[src/rtl/core/bra_pkg.sv]
`default_nettype none

package bra_pkg;

    // The bitmap is stored as words of this many blocks each.
    localparam int WORD_W = 32;

    localparam int CMD_W       = 1;
    localparam int REQ_LEN_W   = 13;
    localparam int REL_INDEX_W = 12;
    localparam int START_W     = 12;
    localparam int GRANT_W     = 13;
    localparam int TOTAL_W     = 32;

    localparam int S_TDATA_W = 32;
    localparam int M_TDATA_W = 64;

    localparam logic [CMD_W-1:0] CMD_ALLOC   = 1'b0;
    localparam logic [CMD_W-1:0] CMD_RELEASE = 1'b1;

    // Index of the lowest set bit, or WORD_W when no bit is set.
    function automatic logic [5:0] lowest_set(input logic [WORD_W-1:0] v);
        logic [5:0] idx;
        idx = 6'(WORD_W);
        for (int i = WORD_W - 1; i >= 0; i--) begin
            if (v[i])
            begin
                idx = 6'(i);
            end
        end
        return idx;
    endfunction

endpackage

`default_nettype wire

[src/rtl/core/bitmap_run_allocator.sv]
`default_nettype none

// Channel | Direction | Signals                          | Item
// --------+-----------+----------------------------------+--------------------------------
// s_*     | in        | s_tvalid s_tready s_tdata s_tuser | command with length or index
// m_*     | out       | m_tvalid m_tready m_tdata m_tuser | found flag, start, length, total
//
// After reset the block sweeps the bitmap clear, one word per cycle; s_tready stays low until
// the sweep is done. An allocate reads and searches one bitmap word at a time until it finds
// a free block, marks the first word of the run, then reads and marks each further word the
// run spans and hands off the item (no mark on a failure). The single read port of the bitmap
// memory and the one word-wide mark unit hold it to one word at a time. A release reads the
// word of the block, clears its bit and hands off the item. A stalled result waits in the output register.
module bitmap_run_allocator #(
    parameter int unsigned NUM_BLOCKS = 4096
) (
    input  wire logic                           clk,
    input  wire logic                           rst_n,
    input  wire logic                           s_tvalid,
    output logic                                s_tready,
    // Bits from the lowest up: request_len[12:0], release_index[24:13], zero fill.
    input  wire logic [bra_pkg::S_TDATA_W-1:0]  s_tdata,
    // Bits from the lowest up: command[0].
    input  wire logic                           s_tuser,
    output logic                                m_tvalid,
    input  wire logic                           m_tready,
    // Bits from the lowest up: start_index[11:0], granted_len[24:12],
    // total_allocated[56:25], zero fill.
    output logic [bra_pkg::M_TDATA_W-1:0]       m_tdata,
    // Bits from the lowest up: found[0].
    output logic                                m_tuser
);

    import bra_pkg::*;

    // Geometry of the word-organized bitmap.
    localparam int NUM_WORDS = (NUM_BLOCKS + WORD_W - 1) / WORD_W;
    localparam int AW        = (NUM_WORDS > 1) ? $clog2(NUM_WORDS) : 1;
    localparam int IW        = AW + 5;
    localparam int RW        = (IW + 1 > REL_INDEX_W + 1) ? IW + 1 : REL_INDEX_W + 1;
    localparam int LASTV     = NUM_BLOCKS - (NUM_WORDS - 1) * WORD_W;
    localparam int CNTW      = $clog2(NUM_WORDS + 2);

    localparam logic [AW-1:0]   LAST_WORD = AW'(NUM_WORDS - 1);
    localparam logic [CNTW-1:0] CNT_LAST  = CNTW'(NUM_WORDS);
    localparam logic [5:0]      LASTV6    = 6'(LASTV);
    localparam logic [32:0]     LAST_ONES = (33'd1 << LASTV) - 33'd1;
    // Bits of the last word past the end of the bitmap always read as used.
    localparam logic [WORD_W-1:0] LAST_INV = ~LAST_ONES[WORD_W-1:0];

    // Sequencer states.
    localparam logic [3:0] ST_CLEAR = 4'd0;
    localparam logic [3:0] ST_IDLE  = 4'd1;
    localparam logic [3:0] ST_S_RD  = 4'd2;
    localparam logic [3:0] ST_SRCH  = 4'd3;
    localparam logic [3:0] ST_M_RD  = 4'd4;
    localparam logic [3:0] ST_MARK  = 4'd5;
    localparam logic [3:0] ST_R_RD  = 4'd6;
    localparam logic [3:0] ST_R_WR  = 4'd7;
    localparam logic [3:0] ST_DONE  = 4'd8;

    // Bitmap memory, one bit per block, set means used.
    logic [WORD_W-1:0] bitmap_mem [NUM_WORDS];
    logic [WORD_W-1:0] rd_data_reg;
    logic              mem_we;
    logic [AW-1:0]     mem_wa;
    logic [WORD_W-1:0] mem_wd;
    logic              mem_re;
    logic [AW-1:0]     mem_ra;

    logic [3:0]         state_reg, state_next;
    logic [AW-1:0]      clr_addr_reg, clr_addr_next;
    logic [AW-1:0]      cur_word_reg, cur_word_next;
    logic [4:0]         cur_off_reg, cur_off_next;
    logic [TOTAL_W-1:0] total_reg, total_next;
    logic [AW-1:0]      work_word_reg, work_word_next;
    logic [4:0]         work_off_reg, work_off_next;
    logic [AW-1:0]      start_word_reg, start_word_next;
    logic [4:0]         start_off_reg, start_off_next;
    logic [CNTW-1:0]    cnt_reg, cnt_next;
    logic [GRANT_W-1:0] want_reg, want_next;
    logic [GRANT_W-1:0] got_reg, got_next;

    // Result waiting for the output register.
    logic               res_found_reg, res_found_next;
    logic [START_W-1:0] res_start_reg, res_start_next;
    logic [GRANT_W-1:0] res_len_reg, res_len_next;
    logic [TOTAL_W-1:0] res_total_reg, res_total_next;

    logic               m_valid_reg, m_valid_next;
    logic               m_found_reg, m_found_next;
    logic [START_W-1:0] m_start_reg, m_start_next;
    logic [GRANT_W-1:0] m_len_reg, m_len_next;
    logic [TOTAL_W-1:0] m_total_reg, m_total_next;

    // Shared word-wide scan and mark unit.
    logic [WORD_W-1:0]  inv_mask;
    logic [WORD_W-1:0]  free_word;
    logic [WORD_W-1:0]  free_sh;
    logic [5:0]         first_free;
    logic [5:0]         run_len;
    logic [GRANT_W-1:0] remain;
    logic [5:0]         step;
    logic [32:0]        ones33;
    logic [WORD_W-1:0]  mark_mask;
    logic [5:0]         sum6;
    logic               wrap_end;
    logic [AW-1:0]      word_inc;
    logic [GRANT_W-1:0] got_sum;
    logic               run_goes_on;
    logic [4:0]         found_off;

    // Release decoding.
    logic [RW-1:0]      rel_ext;
    logic               rel_out_of_range;
    logic [IW+11:0]     start_ext;

    assign inv_mask   = (work_word_reg == LAST_WORD) ? LAST_INV : '0;
    assign free_word  = ~(rd_data_reg | inv_mask);
    assign free_sh    = free_word >> work_off_reg;
    assign first_free = lowest_set(free_sh);
    assign run_len    = lowest_set(~free_sh);
    assign remain     = want_reg - got_reg;
    assign step       = (remain < GRANT_W'(run_len)) ? remain[5:0] : run_len;
    assign ones33     = (33'd1 << step) - 33'd1;
    assign mark_mask  = ones33[WORD_W-1:0] << work_off_reg;
    assign sum6       = {1'b0, work_off_reg} + step;
    assign wrap_end   = (work_word_reg == LAST_WORD) && (sum6 == LASTV6);
    assign word_inc   = (work_word_reg == LAST_WORD) ? '0 : work_word_reg + 1'b1;
    assign got_sum    = got_reg + GRANT_W'(step);
    assign found_off  = work_off_reg + first_free[4:0];
    // The run continues into the next word only if it reached the word end or the
    // bitmap end with blocks still wanted.
    assign run_goes_on = (GRANT_W'(run_len) < remain) && (sum6[5] || wrap_end);

    assign rel_ext          = RW'(s_tdata[REQ_LEN_W +: REL_INDEX_W]);
    assign rel_out_of_range = rel_ext >= RW'(NUM_BLOCKS);
    assign start_ext        = (IW + 12)'({start_word_reg, start_off_reg});

    assign s_tready = (state_reg == ST_IDLE);
    assign m_tvalid = m_valid_reg;
    assign m_tuser  = m_found_reg;
    assign m_tdata  = M_TDATA_W'({m_total_reg, m_len_reg, m_start_reg});

    always_comb
    begin
        state_next      = state_reg;
        clr_addr_next   = clr_addr_reg;
        cur_word_next   = cur_word_reg;
        cur_off_next    = cur_off_reg;
        total_next      = total_reg;
        work_word_next  = work_word_reg;
        work_off_next   = work_off_reg;
        start_word_next = start_word_reg;
        start_off_next  = start_off_reg;
        cnt_next        = cnt_reg;
        want_next       = want_reg;
        got_next        = got_reg;
        res_found_next  = res_found_reg;
        res_start_next  = res_start_reg;
        res_len_next    = res_len_reg;
        res_total_next  = res_total_reg;
        m_valid_next    = m_valid_reg && !m_tready;
        m_found_next    = m_found_reg;
        m_start_next    = m_start_reg;
        m_len_next      = m_len_reg;
        m_total_next    = m_total_reg;
        mem_we          = 1'b0;
        mem_wa          = work_word_reg;
        mem_wd          = rd_data_reg;
        mem_re          = 1'b0;
        mem_ra          = work_word_reg;

        case (state_reg)
            ST_CLEAR:
            begin
                mem_we        = 1'b1;
                mem_wa        = clr_addr_reg;
                mem_wd        = '0;
                clr_addr_next = clr_addr_reg + 1'b1;
                if (clr_addr_reg == LAST_WORD)
                begin
                    state_next = ST_IDLE;
                end
            end
            ST_IDLE:
            begin
                if (s_tvalid)
                begin
                    if (s_tuser == CMD_RELEASE)
                    begin
                        work_word_next = rel_ext[AW+4:5];
                        work_off_next  = rel_ext[4:0];
                        if (rel_out_of_range)
                        begin
                            res_found_next = 1'b0;
                            res_start_next = '0;
                            res_len_next   = '0;
                            res_total_next = total_reg;
                            state_next     = ST_DONE;
                        end
                        else
                        begin
                            state_next = ST_R_RD;
                        end
                    end
                    else
                    begin
                        work_word_next = cur_word_reg;
                        work_off_next  = cur_off_reg;
                        want_next      = s_tdata[REQ_LEN_W-1:0];
                        got_next       = '0;
                        cnt_next       = '0;
                        state_next     = ST_S_RD;
                    end
                end
            end
            ST_S_RD:
            begin
                mem_re     = 1'b1;
                state_next = ST_SRCH;
            end
            ST_SRCH:
            begin
                if (!first_free[5])
                begin
                    work_off_next   = found_off;
                    start_word_next = work_word_reg;
                    start_off_next  = found_off;
                    state_next      = ST_MARK;
                end
                else if (cnt_reg == CNT_LAST)
                begin
                    // Every block is used: the cursor stays where it was.
                    res_found_next = 1'b0;
                    res_start_next = '0;
                    res_len_next   = '0;
                    res_total_next = '0;
                    state_next     = ST_DONE;
                end
                else
                begin
                    cnt_next       = cnt_reg + 1'b1;
                    work_word_next = word_inc;
                    work_off_next  = '0;
                    state_next     = ST_S_RD;
                end
            end
            ST_M_RD:
            begin
                mem_re     = 1'b1;
                state_next = ST_MARK;
            end
            ST_MARK:
            begin
                mem_we   = 1'b1;
                mem_wd   = rd_data_reg | mark_mask;
                got_next = got_sum;
                if (wrap_end)
                begin
                    work_word_next = '0;
                    work_off_next  = '0;
                end
                else if (sum6[5])
                begin
                    work_word_next = word_inc;
                    work_off_next  = '0;
                end
                else
                begin
                    work_off_next = sum6[4:0];
                end
                if (run_goes_on)
                begin
                    state_next = ST_M_RD;
                end
                else
                begin
                    cur_word_next  = work_word_next;
                    cur_off_next   = work_off_next;
                    total_next     = total_reg + TOTAL_W'(got_sum);
                    res_found_next = 1'b1;
                    res_start_next = start_ext[START_W-1:0];
                    res_len_next   = got_sum;
                    res_total_next = total_reg + TOTAL_W'(got_sum);
                    state_next     = ST_DONE;
                end
            end
            ST_R_RD:
            begin
                mem_re     = 1'b1;
                state_next = ST_R_WR;
            end
            ST_R_WR:
            begin
                mem_we         = 1'b1;
                mem_wd         = rd_data_reg & ~(WORD_W'(1) << work_off_reg);
                res_found_next = 1'b1;
                res_start_next = '0;
                res_len_next   = '0;
                res_total_next = total_reg;
                state_next     = ST_DONE;
            end
            ST_DONE:
            begin
                if (!m_valid_reg || m_tready)
                begin
                    m_valid_next = 1'b1;
                    m_found_next = res_found_reg;
                    m_start_next = res_start_reg;
                    m_len_next   = res_len_reg;
                    m_total_next = res_total_reg;
                    state_next   = ST_IDLE;
                end
            end
            default:
            begin
                state_next = ST_IDLE;
            end
        endcase
    end

    always_ff @(posedge clk)
    begin
        if (mem_we)
        begin
            bitmap_mem[mem_wa] <= mem_wd;
        end
    end

    always_ff @(posedge clk)
    begin
        if (mem_re)
        begin
            rd_data_reg <= bitmap_mem[mem_ra];
        end
    end

    always_ff @(posedge clk or negedge rst_n)
    begin
        if (!rst_n)
        begin
            state_reg    <= ST_CLEAR;
            clr_addr_reg <= '0;
            cur_word_reg <= '0;
            cur_off_reg  <= '0;
            total_reg    <= '0;
            m_valid_reg  <= 1'b0;
        end
        else
        begin
            state_reg    <= state_next;
            clr_addr_reg <= clr_addr_next;
            cur_word_reg <= cur_word_next;
            cur_off_reg  <= cur_off_next;
            total_reg    <= total_next;
            m_valid_reg  <= m_valid_next;
        end
    end

    // Working and result registers carry payload only.
    always_ff @(posedge clk)
    begin
        work_word_reg  <= work_word_next;
        work_off_reg   <= work_off_next;
        start_word_reg <= start_word_next;
        start_off_reg  <= start_off_next;
        cnt_reg        <= cnt_next;
        want_reg       <= want_next;
        got_reg        <= got_next;
        res_found_reg  <= res_found_next;
        res_start_reg  <= res_start_next;
        res_len_reg    <= res_len_next;
        res_total_reg  <= res_total_next;
        m_found_reg    <= m_found_next;
        m_start_reg    <= m_start_next;
        m_len_reg      <= m_len_next;
        m_total_reg    <= m_total_next;
    end

endmodule

`default_nettype wire

[config.mk]
export PLATFORM = sky130hd
export DESIGN_NAME = bitmap_run_allocator
export DESIGN_NICKNAME = d
export VERILOG_FILES = /design/src/rtl/core/bra_pkg.sv /design/src/rtl/core/bitmap_run_allocator.sv
export SDC_FILE = /design/constraint.sdc
export NUM_CORES = 2
export LEC_CHECK = 0
export BUFFER_PORTS_ARGS = -buffer_cell sky130_fd_sc_hd__buf_2
export CORE_MARGIN = 4
export CORE_UTILIZATION = 57
export CTS_CLUSTER_DIAMETER = 80
export DETAILED_ROUTE_END_ITERATION = 12
export PLACE_DENSITY = 0.76
export SLEW_MARGIN = 5
export SYNTH_ARGS = -nofsm -noshare
export SYNTH_HDL_FRONTEND = slang
export SYNTH_SLANG_ARGS = --single-unit
[constraint.sdc]
create_clock -name clk -period 11.5 [get_ports clk]
set_input_delay 1.725 -clock clk [delete_from_list [all_inputs] [get_ports clk]]
set_output_delay 1.725 -clock clk [all_outputs]
set_load 0.01 [all_outputs]
==> impl_metrics.yaml <==
finish:
  nFillCells: 19500
  multi_input_area_mm2: 0.0437
  fin_nets: 9478
  largest_reg_flops: 4096
  drive_above_1_share_pct: 22.2
  regMostFlops: "bitmap_mem"
  regArea_mm2: 0.131
  area_growth_pct: 12.0
global_routing:
  grt_pass1_wl_mm: 709
  grtUsageTotal_pct: 31.4
  grt_pass1_vias: 96600
  grt_max_degree: 129
  antenna_found_initial: 28
  grt_overflow: 0
cts:
  clk_pin_slew_worst_paths_ns: 0.07
  clk_latency_ns: 0.96
  clockBufferDepth: 4
  cts_tree: "yes"
  cts-htree-levels: 5
  cts_buffers: 415
  post-cts-setup-buffer-count: 0
  cts_hold_buf: 0
  numClockSinks: 4358
  ctsRootBufferMaster: "clkbuf_16"
  cts_resized: 0
synthesis:
  seq_area_frac_synth_pct: 74.5
  async_reset_ff_share_pct: 1.28
  ys_types: 112
  syn_area_mm2: 0.175
  synth-seq-cells: 4358
  synth_top_area_share_pct: 73.7
  synthCells: 9077
  synth_top_area_cell: "edfxtp_1"
  syn_area_per_cell_um2: 19.3
  synthFlopType: "edfxtp_1"
  synth_warnings: 0
  synth.area.top_cells: "edfxtp_1 74%, mux4_2 11%, mux2i_1 3.3%, o221ai_1 1.3%, o21ai_0 0.81%"
  synth_edf_count: 4302
power:
  vdd_drop_max_uv: 298
  power_mw: 54.7
  power_density_mw_per_mm2: 279
  seqPwrFrac_pct: 40.1
  p_clk_share_pct: 24.0
  p_leak_nw: 63.1
  comb_power_share_pct: 35.9
  internal-power_mw: 34.7
  netSwitchingFraction_pct: 36.6
  switching_power_mw: 20.0
sta:
  fin_ws_ns: 0.672
  setup_violations: 0
  finalClockSkew_ns: 0.0600
  setup-tns-final_ns: 0
  slew_violations: 2
  fin_crit_sh_pct: 94.2
  hold_viol: 0
  tightest_slew_ns: 1.51
  period_needed_ns: 10.83
  maxSlewHeadroom_pct: -0.958
  rsz0062_at_grt: "false"
  max_freq_ghz: 0.0923
placed_design:
  pre_cts_slack_ns: 0.891
  io_buffers: 89
  gp_congestion: 0.926
  hpwl_mm: 276
routing:
  dr.pass1.iters: 6
  num_vias: 97000
  wl_met3_mm: 67.0
  first_iter_violations: 16300
  wl_met2_mm: 232
  wl_met1_mm: 175
  final_antenna_net_count: 0
  drc: 0
  routed_wl_mm: 499
  wl_per_cell_um: 36.0
  vias_per_cell: 7.01
  top_layer: "met5"
floorplanning:
  start_util_pct: 57.3
  fp.dieW_um: 563
  core.rowCount: 203
  die_area_mm2: 0.316
  die_y_um: 563
  io_pins: 104
  coreArea_mm2: 0.306
job:
  cap_violations: 1
worst_setup_path:
  path_class: "flop to flop"
  startpoint_type: "flop"
  critPathMaxFanout: 80
  cp_slowest_cell: "edfxtp_1"
  cp.required_ns: 12.02
  arrival_ns: 11.35
  worstSetupEndpointType: "flop"
  cp_slowest_stage_delay_ns: 0.87
run_status:
  violations: "capacitance limit, slew limit"
  outcome: "finished, violations left"
worst_hold_path:
  hold_path.class: "flop to flop"
path summary, 6_finish.rpt:
| kind | depth (start not counted) | from | slack [ns] | end |
|---|---|---|---|---|
| min | 0 | res_total_reg[6] | 0.42 | m_total_reg[6] |
| min reg2reg | 0 | res_total_reg[6] | 0.42 | m_total_reg[6] |
| max reg2reg | 28 | work_off_reg[0] | 0.67 | bitmap_mem[92][28] |
| max in group asynchronous | 2 | rst_n | 9.93 | total_reg[6] |
| max | 28 | work_off_reg[0] | 0.67 | bitmap_mem[92][28] |
| min in group asynchronous | 2 | rst_n | 0.99 | clr_addr_reg[1] |
power by group through the flow:
stage | Combinational (mW) | Clock, mW | Sequential, mW
detailed placement | 19.0 | 0 | 22.2
CTS | 19.2 | 13.2 | 21.9
finish | 19.6 | 13.1 | 21.9
global route | 20.5 | 13.9 | 21.9
global placement | 18.6 | 0 | 22.2
floorplan | 11.1 | 0 | 22.8
cell families (layout without fill, tap and decap cells):
kind of cell | after synthesis | in the layout | synth area share (%)
multiplexers | 1510 | 1510 | 15.0
AO/OA/AOI/OAI | 1470 | 1470 | 5.71
AND/OR/NAND/NOR | 991 | 991 | 2.61
other | 1 | 21 | 0.00214
flip-flops | 4358 | 4358 | 74.5
buffers and inverters | 616 | 1262 | 1.39
XOR/XNOR | 75 | 75 | 0.375
adder cells (fa/ha/maj) | 56 | 56 | 0.421
placed cells by master (no fill, tap or decap), types with 25 or more instances in the layout:
cell          n
nor2_1      187
o221ai_1    263
nor2_4      132
and2_1       45
clkbuf_16   419
mux4_2      889
buf_12       46
a21o_1       42
xor2_1       26
bufinv_16    25
nor3_1       45
edfxtp_1   4302
a21oi_1     264
o211ai_1     30
ha_1         51
nand2_1     318
o21ai_0     280
nand3_1      67
a211oi_1     95
inv_1        56
mux2i_1     575
mux2_2       41
buf_4       304
clkbuf_1     96
buf_2        89
clkinv_2     68
o22ai_1     203
xnor2_1      49
a31oi_1      39
clkinv_1    106
dfrtp_1      56
routing by layer:
metal / track usage, % / vias to the layer above
met5: 0 / -
met4: 13.1 / 14
met3: 8.21 / 1274
met2: 48.2 / 7422
met1: 43.3 / 49800
li1: - / 38500
critical path: cells and delay by family, from the launching register on:
family | cells | cell delay [ns]
adders and majority gates | 2 | 0.61
muxes | 1 | 0.51
AOI/OAI and AO/OA | 13 | 4.81
buffers and inverters | 4 | 1.18
and+or+nand+nor | 8 | 2.29
DFF | 1 | 0.87
synth_stat cells, types with 20 or more instances:
| master | number |
|---|---|
| o221ai_1 | 265 |
| nand2b_1 | 22 |
| a31oi_1 | 40 |
| a21o_1 | 42 |
| nor2_1 | 319 |
| a21oi_1 | 274 |
| mux4_2 | 889 |
| mux2i_1 | 575 |
| or3_1 | 20 |
| ha_1 | 51 |
| nor2b_1 | 21 |
| a211oi_1 | 95 |
| inv_1 | 56 |
| nand3_1 | 73 |
| edfxtp_1 | 4302 |
| xnor2_1 | 49 |
| o21ai_0 | 282 |
| and3_1 | 20 |
| o211ai_1 | 30 |
| o22ai_1 | 205 |
| and2_1 | 45 |
| nor3_1 | 48 |
| buf_1 | 143 |
| clkbuf_1 | 376 |
| xor2_1 | 26 |
| nand2_1 | 320 |
| mux2_2 | 41 |
| dfrtp_1 | 56 |
area by class of cell:
class                           instances  area share (%)
Inverter                               61           0.120
Sequential cell                      4358            66.5
Clock buffer                          518            5.55
Tap cell                             4100            2.61
Multi-Input combinational cell       4109            22.2
Clock inverter                        243            1.06
Antenna cell                           14          0.0178
Timing Repair Buffer                  440            1.86
metrics by stage:
step | hold WS, ns | cell area (um^2) | utilization (%) | instances
final | 0.415 | 196000 | 64.1 | 13800
after global routing | 0.427 | 196000 | 64.1 | 13800
after CTS | 0.418 | 196000 | 64.1 | 13800
after detailed placement | 0.405 | 183000 | 59.9 | 13100
after global placement | 0.400 | 183000 | 59.9 | 13100
after floorplan | 0.400 | 175000 | - | 9083
(Power assumes the default switching activity.)
